## src/hw/rtl/mtm_pkg.sv

```systemverilog
// Package: shared constants and lane control type for the trimmed mean core.
package mtm_pkg;

   localparam int LANES               = 8;
   localparam int DEFAULT_CHANNELS    = 8;
   localparam int DEFAULT_SAMPLE_BITS = 12;
   localparam int ROUNDS              = 10;
   localparam int TRIM_SHIFT          = 3;
   localparam int SUM_EXTRA_BITS      = 4;
   localparam int ROUND_BITS          = $clog2(ROUNDS + 1);

   typedef struct packed {
      logic take;   // transaction accepted this cycle
      logic last;   // it is the final round of the burst
   } lane_ctrl_type;

endpackage

```

## src/hw/rtl/multichannel_trimmed_mean_core.sv

```systemverilog
// Top level: eight-channel ten-round trimmed mean averager.
//
//  channel | direction | handshake          | payload
//  req_    | in        | req_valid/req_stall | req_sample_ch0..7
//  rsp_    | out       | rsp_valid/rsp_stall | rsp_mean_ch0..7
//
// One request transaction per cycle while req_stall is low; every tenth one yields a
// response through the lane snapshot register, then the output register.
// Synchronous reset clears the lane accumulators and the round counter.
// req_stall rises only while both the snapshot and the output register hold
// data and rsp_stall is high. Channels at or above CHANNELS answer zero.
module multichannel_trimmed_mean_core #(
   parameter int CHANNELS    = mtm_pkg::DEFAULT_CHANNELS,
   parameter int SAMPLE_BITS = mtm_pkg::DEFAULT_SAMPLE_BITS
) (
   input  logic                   clock,
   input  logic                   reset,
   input  logic                   req_valid,
   output logic                   req_stall,
   input  logic [SAMPLE_BITS-1:0] req_sample_ch0,
   input  logic [SAMPLE_BITS-1:0] req_sample_ch1,
   input  logic [SAMPLE_BITS-1:0] req_sample_ch2,
   input  logic [SAMPLE_BITS-1:0] req_sample_ch3,
   input  logic [SAMPLE_BITS-1:0] req_sample_ch4,
   input  logic [SAMPLE_BITS-1:0] req_sample_ch5,
   input  logic [SAMPLE_BITS-1:0] req_sample_ch6,
   input  logic [SAMPLE_BITS-1:0] req_sample_ch7,
   output logic                   rsp_valid,
   input  logic                   rsp_stall,
   output logic [SAMPLE_BITS-1:0] rsp_mean_ch0,
   output logic [SAMPLE_BITS-1:0] rsp_mean_ch1,
   output logic [SAMPLE_BITS-1:0] rsp_mean_ch2,
   output logic [SAMPLE_BITS-1:0] rsp_mean_ch3,
   output logic [SAMPLE_BITS-1:0] rsp_mean_ch4,
   output logic [SAMPLE_BITS-1:0] rsp_mean_ch5,
   output logic [SAMPLE_BITS-1:0] rsp_mean_ch6,
   output logic [SAMPLE_BITS-1:0] rsp_mean_ch7
);

   localparam int LANES    = mtm_pkg::LANES;
   localparam int SUM_BITS = SAMPLE_BITS + mtm_pkg::SUM_EXTRA_BITS;

   mtm_pkg::lane_ctrl_type ctrl;
   logic [SAMPLE_BITS-1:0] sample_all [LANES];
   logic [SAMPLE_BITS-1:0] mean_all   [LANES];
   logic [SUM_BITS-1:0]    snap_sum   [CHANNELS];
   logic [SAMPLE_BITS+1:0] snap_trim  [CHANNELS];
   logic [SAMPLE_BITS-1:0] mean       [CHANNELS];

   assign sample_all[0] = req_sample_ch0;
   assign sample_all[1] = req_sample_ch1;
   assign sample_all[2] = req_sample_ch2;
   assign sample_all[3] = req_sample_ch3;
   assign sample_all[4] = req_sample_ch4;
   assign sample_all[5] = req_sample_ch5;
   assign sample_all[6] = req_sample_ch6;
   assign sample_all[7] = req_sample_ch7;

   for (genvar g = 0; g < LANES; g++) begin : g_lane
      if (g < CHANNELS) begin : g_on
         mtm_lane #(
            .SAMPLE_BITS (SAMPLE_BITS)
         ) u_lane (
            .clock     (clock),
            .reset     (reset),
            .ctrl      (ctrl),
            .sample    (sample_all[g]),
            .snap_sum  (snap_sum[g]),
            .snap_trim (snap_trim[g])
         );
         assign mean_all[g] = mean[g];
      end else begin : g_off
         assign mean_all[g] = '0;
      end
   end

   mtm_merge #(
      .CHANNELS    (CHANNELS),
      .SAMPLE_BITS (SAMPLE_BITS)
   ) u_merge (
      .clock     (clock),
      .reset     (reset),
      .req_valid (req_valid),
      .req_stall (req_stall),
      .rsp_valid (rsp_valid),
      .rsp_stall (rsp_stall),
      .ctrl      (ctrl),
      .snap_sum  (snap_sum),
      .snap_trim (snap_trim),
      .mean      (mean)
   );

   assign rsp_mean_ch0 = mean_all[0];
   assign rsp_mean_ch1 = mean_all[1];
   assign rsp_mean_ch2 = mean_all[2];
   assign rsp_mean_ch3 = mean_all[3];
   assign rsp_mean_ch4 = mean_all[4];
   assign rsp_mean_ch5 = mean_all[5];
   assign rsp_mean_ch6 = mean_all[6];
   assign rsp_mean_ch7 = mean_all[7];

endmodule

```

## src/hw/rtl/mtm_lane.sv

```systemverilog
// One channel lane: running sum, maximum and minimum, plus end-of-burst snapshot.
module mtm_lane #(
   parameter int SAMPLE_BITS = mtm_pkg::DEFAULT_SAMPLE_BITS
) (
   input  logic                                 clock,
   input  logic                                 reset,
   input  mtm_pkg::lane_ctrl_type               ctrl,
   input  logic [SAMPLE_BITS-1:0]               sample,
   output logic [SAMPLE_BITS+mtm_pkg::SUM_EXTRA_BITS-1:0] snap_sum,
   output logic [SAMPLE_BITS+1:0]               snap_trim
);

   localparam int SUM_BITS  = SAMPLE_BITS + mtm_pkg::SUM_EXTRA_BITS;
   localparam int MIN_BITS  = SAMPLE_BITS + 1;
   localparam int TRIM_BITS = SAMPLE_BITS + 2;
   localparam logic [MIN_BITS-1:0] MIN_RESET = MIN_BITS'(1) << SAMPLE_BITS;

   logic [SUM_BITS-1:0]    sum_ff, sum_in, sum_next;
   logic [SAMPLE_BITS-1:0] max_ff, max_in, max_next;
   logic [MIN_BITS-1:0]    min_ff, min_in, min_next;
   logic [SUM_BITS-1:0]    snap_sum_ff;
   logic [TRIM_BITS-1:0]   snap_trim_ff;
   logic [MIN_BITS-1:0]    sample_ext;

   always_comb begin
      sample_ext = MIN_BITS'(sample);
      max_next   = (sample > max_ff) ? sample : max_ff;
      min_next   = (sample_ext < min_ff) ? sample_ext : min_ff;
      sum_next   = sum_ff + SUM_BITS'(sample);
      sum_in     = sum_ff;
      max_in     = max_ff;
      min_in     = min_ff;
      if (ctrl.take) begin
         if (ctrl.last) begin
            sum_in = '0;
            max_in = '0;
            min_in = MIN_RESET;
         end else begin
            sum_in = sum_next;
            max_in = max_next;
            min_in = min_next;
         end
      end
   end

   always_ff @(posedge clock) begin
      if (reset) begin
         sum_ff <= '0;
         max_ff <= '0;
         min_ff <= MIN_RESET;
      end else begin
         sum_ff <= sum_in;
         max_ff <= max_in;
         min_ff <= min_in;
      end
   end

   // snapshot of the completed burst, trimmed sum formed downstream
   always_ff @(posedge clock) begin
      if (ctrl.take && ctrl.last) begin
         snap_sum_ff  <= sum_next;
         snap_trim_ff <= TRIM_BITS'(max_next) + TRIM_BITS'(min_next);
      end
   end

   assign snap_sum  = snap_sum_ff;
   assign snap_trim = snap_trim_ff;

endmodule

```

## src/hw/rtl/mtm_merge.sv

```systemverilog
// Merge stage: round counter, flow control and trimmed-mean output register.
module mtm_merge #(
   parameter int CHANNELS    = mtm_pkg::DEFAULT_CHANNELS,
   parameter int SAMPLE_BITS = mtm_pkg::DEFAULT_SAMPLE_BITS
) (
   input  logic                          clock,
   input  logic                          reset,
   input  logic                          req_valid,
   output logic                          req_stall,
   output logic                          rsp_valid,
   input  logic                          rsp_stall,
   output mtm_pkg::lane_ctrl_type        ctrl,
   input  logic [SAMPLE_BITS+mtm_pkg::SUM_EXTRA_BITS-1:0] snap_sum [CHANNELS],
   input  logic [SAMPLE_BITS+1:0]        snap_trim [CHANNELS],
   output logic [SAMPLE_BITS-1:0]        mean [CHANNELS]
);

   localparam int SUM_BITS  = SAMPLE_BITS + mtm_pkg::SUM_EXTRA_BITS;
   localparam int DIFF_BITS = SUM_BITS + 1;
   localparam int RB        = mtm_pkg::ROUND_BITS;
   localparam logic [RB-1:0] LAST_ROUND = RB'(mtm_pkg::ROUNDS - 1);

   logic [RB-1:0]          round_ff, round_in;
   logic                   snap_valid_ff, snap_valid_in;
   logic                   rsp_valid_ff, rsp_valid_in;
   logic                   out_ready, snap_ready, take, last;
   logic [SAMPLE_BITS-1:0] mean_ff [CHANNELS];
   logic [SAMPLE_BITS-1:0] mean_in [CHANNELS];
   logic [DIFF_BITS-1:0]   diff    [CHANNELS];

   always_comb begin
      out_ready  = !rsp_valid_ff || !rsp_stall;
      snap_ready = !snap_valid_ff || out_ready;
      take       = req_valid && snap_ready;
      last       = (round_ff == LAST_ROUND);
      ctrl.take  = take;
      ctrl.last  = last;
      req_stall  = !snap_ready;

      round_in = round_ff;
      if (take) begin
         round_in = last ? '0 : round_ff + RB'(1);
      end

      priority if (take && last) begin
         snap_valid_in = 1'b1;
      end else if (snap_valid_ff && out_ready) begin
         snap_valid_in = 1'b0;
      end else begin
         snap_valid_in = snap_valid_ff;
      end

      rsp_valid_in = out_ready ? snap_valid_ff : rsp_valid_ff;

      for (int c = 0; c < CHANNELS; c++) begin
         diff[c] = DIFF_BITS'(snap_sum[c]) - DIFF_BITS'(snap_trim[c]);
         if (diff[c][DIFF_BITS-1]) begin
            mean_in[c] = '0;
         end else begin
            mean_in[c] = diff[c][mtm_pkg::TRIM_SHIFT +: SAMPLE_BITS];
         end
      end
   end

   always_ff @(posedge clock) begin
      if (reset) begin
         round_ff      <= '0;
         snap_valid_ff <= 1'b0;
         rsp_valid_ff  <= 1'b0;
      end else begin
         round_ff      <= round_in;
         snap_valid_ff <= snap_valid_in;
         rsp_valid_ff  <= rsp_valid_in;
      end
   end

   always_ff @(posedge clock) begin
      if (out_ready && snap_valid_ff) begin
         mean_ff <= mean_in;
      end
   end

   assign rsp_valid = rsp_valid_ff;
   assign mean      = mean_ff;

endmodule

```

## config.mk

```make
export PLATFORM = sky130hd
export DESIGN_NAME = multichannel_trimmed_mean_core
export DESIGN_NICKNAME = d
export VERILOG_FILES = /design/src/hw/rtl/mtm_pkg.sv /design/src/hw/rtl/multichannel_trimmed_mean_core.sv /design/src/hw/rtl/mtm_lane.sv /design/src/hw/rtl/mtm_merge.sv
export SDC_FILE = /design/constraint.sdc
export NUM_CORES = 2
export LEC_CHECK = 0
export BUFFER_PORTS_ARGS = -buffer_cell sky130_fd_sc_hd__buf_2
export CAP_MARGIN = 20
export CELL_PAD_IN_SITES_DETAIL_PLACEMENT = 1
export CELL_PAD_IN_SITES_GLOBAL_PLACEMENT = 1
export CORE_MARGIN = 5
export CORE_UTILIZATION = 35
export CTS_BUF_LIST = sky130_fd_sc_hd__clkbuf_2
export DETAILED_ROUTE_END_ITERATION = 6
export GPL_TIMING_DRIVEN = 0
export PLACE_DENSITY = 0.66
export SLEW_MARGIN = 20
export SYNTH_ARGS = -nofsm -noshare
export SYNTH_HDL_FRONTEND = slang
export SYNTH_SLANG_ARGS = --single-unit
```

## constraint.sdc

```tcl
create_clock -name clock -period 17.23 [get_ports clock]
set_input_delay 0.8615 -clock clock [delete_from_list [all_inputs] [get_ports clock]]
set_output_delay 0.8615 -clock clock [all_outputs]
set_load 0.1 [all_outputs]
```

==> results.cfg <==
[outcome]
status = complete, no violations

[cts]
cts.sinks = 670
cts_root_buf = clkbuf_2
cts_made_buffers = 195
path_clk_slew_ps = 100
cts_tree = done
h-tree-depth = 4
clk-insertion-delay-late_ps = 1690
cts_buffer_depth = 3
postCtsSetupBuffers = 0

[detailed_routing]
wire_per_inst_um = 20.0
firstDrtPassIters = 6
drtIter0Drc = 2029
drt-vias-per-instance = 5.26
drc = 0
drtAntennaViolNets = 0
dr_total_vias = 36000
totalWireLength_mm = 137

[global_route]
grtUsageTotal = 0.212
grt_max_degree = 100
grt_pass1_wl_mm = 210
grt_pass1_vias = 37000
antenna_found_initial = 10
gr-total-overflow = 0

[floorplan]
rows = 126
core_area_sq_um = 118000
die_h_um = 356
start_util = 0.353
ios = 198
dieArea_sq_um = 127000
die_w_um = 356

[pwr]
pwr-share-seq = 0.437
leakagePower_nw = 20.4
clkPwrFrac = 0.303
sw_frac_of_total = 0.356
powerDensity_nw_per_um2 = 86.9
p_int_w = 0.00268
irDropWorstVdd_mv = 0.0606
pwr-share-comb = 0.260
switchingPower_w = 0.00149

[timing]
setup_viol = 0
hold_viol_final = 0
setup_tns_ps = 0
tightest_slew_ps = 1190
clock.fmax_mhz = 163
rsz0062_at_grt = no
skew_ps = 164
post-route-period-util = 0.356
layout_min_cycle_time_ps = 6130
slew_violations = 0
slew_headroom = 0.208

[final_layout]
final_common_cell = nor2_1
layout_common_cells = nor2_1, inv_1, ha_1
area_delta_synth_final_pct = 14.8
drive_gt1_frac = 0.118
nNetsFinal = 5640
post-route-util = 0.406

[worst_setup_path]
criticalPathCategory = flip-flop to flip-flop
startpoint_type = flip-flop
arrival_ps = 7490
path_max_fanout = 10
cp-end-kind = flip-flop
cp.required_ps = 18600

[logic_synthesis]
yosysSeqAreaShare = 0.401
yosysWarnings = 0
synth_area_sq_um = 41800
synth-seq-cells = 670
ys_async_sr_fraction = 0
syn_avg_cell_area_sq_um = 9.19
ys_types = 97
postSynthCellCount = 4550
dominantRegCellSynth = edfxtp_1
synth_edf_count = 336

[placement]
io_buffers = 197
dp_hpwl_mm = 104
gp_congestion = 0.863

[hold_path]
hold_path_class = primary input to flip-flop

[job]
maxCapViolations = 0
==> cell usage after synthesis, types with 20 or more instances <==
| master | n | area share |
|---|---|---|
| a21boi_0 | 34 | 0.0061 |
| a21o_1 | 124 | 0.022 |
| a21oi_1 | 244 | 0.029 |
| a22oi_1 | 247 | 0.044 |
| a31oi_1 | 36 | 0.0054 |
| clkbuf_1 | 162 | 0.015 |
| dfxtp_1 | 334 | 0.16 |
| edfxtp_1 | 336 | 0.24 |
| ha_1 | 462 | 0.14 |
| inv_1 | 476 | 0.043 |
| nand2_1 | 278 | 0.025 |
| nand2b_1 | 48 | 0.0072 |
| nand3_1 | 63 | 0.0075 |
| nand4_1 | 38 | 0.0057 |
| nor2_1 | 517 | 0.046 |
| nor2b_1 | 35 | 0.0052 |
| nor3_1 | 50 | 0.0060 |
| o21a_1 | 24 | 0.0043 |
| o21ai_0 | 321 | 0.038 |
| o21bai_1 | 23 | 0.0041 |
| o22ai_1 | 20 | 0.0030 |
| o311ai_0 | 21 | 0.0044 |
| o31ai_1 | 23 | 0.0041 |
| or3_1 | 20 | 0.0030 |
| xnor2_1 | 174 | 0.036 |
| xor2_1 | 91 | 0.019 |
==> kinds of logic (layout without fill, tap and decap cells) <==
family / count (synthesis) / count (layout) / share of synthesized area
adders and majority gates: 494 / 494 / 0.150
xor gates and xnor gates: 265 / 265 / 0.0555
DFF: 670 / 670 / 0.401
and+or+nand+nor: 1130 / 1130 / 0.120
buffers and inverters: 653 / 1332 / 0.0588
AOI/OAI and AO/OA: 1311 / 1311 / 0.208
muxes: 26 / 26 / 0.00682
other: 1 / 23 / 0.0000896
==> final timing paths <==
path / start / end / slack (ps) / depth (start not counted)
worst max-delay path: g_lane[7].g_on.u_lane.min_ff[6] / g_lane[7].g_on.u_lane.snap_trim[11] / 11100 / 23
worst max register to register: g_lane[7].g_on.u_lane.min_ff[6] / g_lane[7].g_on.u_lane.snap_trim[11] / 11100 / 23
worst min-delay path: rsp_stall / u_merge.rsp_valid / 190 / 4
worst min register to register: g_lane[0].g_on.u_lane.min_ff[12] / g_lane[0].g_on.u_lane.min_ff[12] / 460 / 2
==> stage by stage <==
step	hold slack, ps	setup slack [ps]	cell area (sq um)	total power [W]	instances
6_report	191	11100	48000	0.00417	6851
4_1_cts	0.479	11140	47900	0.00422	6834
3_5_place_dp	441	10610	45100	0.00291	6361
5_1_grt	45.7	10530	48000	0.00445	6842
3_3_place_gp	431	3010	44800	0.00288	6354
2_1_floorplan	422	8710	41900	0.00259	4557
==> worst max-delay path, cell delays in order, from the launching register on <==
cell and delay (ps):
dfxtp_1 320, clkbuf_1 280, inv_1 120, ha_1 310, a41o_1 240, a21oi_1 160
o21ai_1 160, a21oi_1 210, clkbuf_1 400, clkbuf_1 400, clkbuf_1 440, nand2_1 90
o21ai_0 140, ha_1 340, a21oi_1 240, a311oi_1 70, o22ai_1 190, nor3b_1 610
nor3_1 120, o311ai_2 340, a211oi_1 170, o31ai_1 240, nand2b_1 100, xor2_1 140
==> metal layers <==
layer  wire (um)  track usage  vias up  share of wire
met2       63300        0.351      809           0.46
met3        7530       0.0456      243          0.055
li1            -            -    17500              -
met1       61300        0.273    17500           0.45
met4        4720       0.0803        4          0.034
met5          26            0        -        0.00019
==> repair_timing <==
action	CTS	global route
resized for setup	0	0
hold buffers	102	0
endpoints found under the hold margin	593	0
==> power groups by stage <==
stage	combinational, W	sequential, W	clock (W)
after CTS	0.00108	0.00182	0.00132
final	0.00108	0.00182	0.00127
after global routing	0.00121	0.00183	0.00141
after floorplan	0.000751	0.00184	0
after global placement	0.00103	0.00185	0
after detailed placement	0.00106	0.00186	0
==> flip-flops by register name (all words and copies together), names as in the netlist <==
signal                        count
g_lane.g_on.u_lane.max_ff        96
g_lane.g_on.u_lane.min_ff       104
g_lane.g_on.u_lane.snap_sum     128
g_lane.g_on.u_lane.snap_trim    112
g_lane.g_on.u_lane.sum_ff       128
u_merge.mean                     96
u_merge.round_ff                  4
u_merge.rsp_valid                 1
u_merge.snap_valid_ff             1
==> layout make-up <==
type | instances | area [sq um]
antenna | 15 | 37.5
buffer | 177 | 682
clock buffer | 300 | 1500
clock inverter | 71 | 349
fill | 14000 | 70400
inverter | 476 | 1790
multi-input combinational | 3234 | 22600
sequential | 670 | 16800
tap | 1600 | 2000
timing repair buffer | 308 | 2220
No activity file was read; power rests on OpenSTA's default activity.
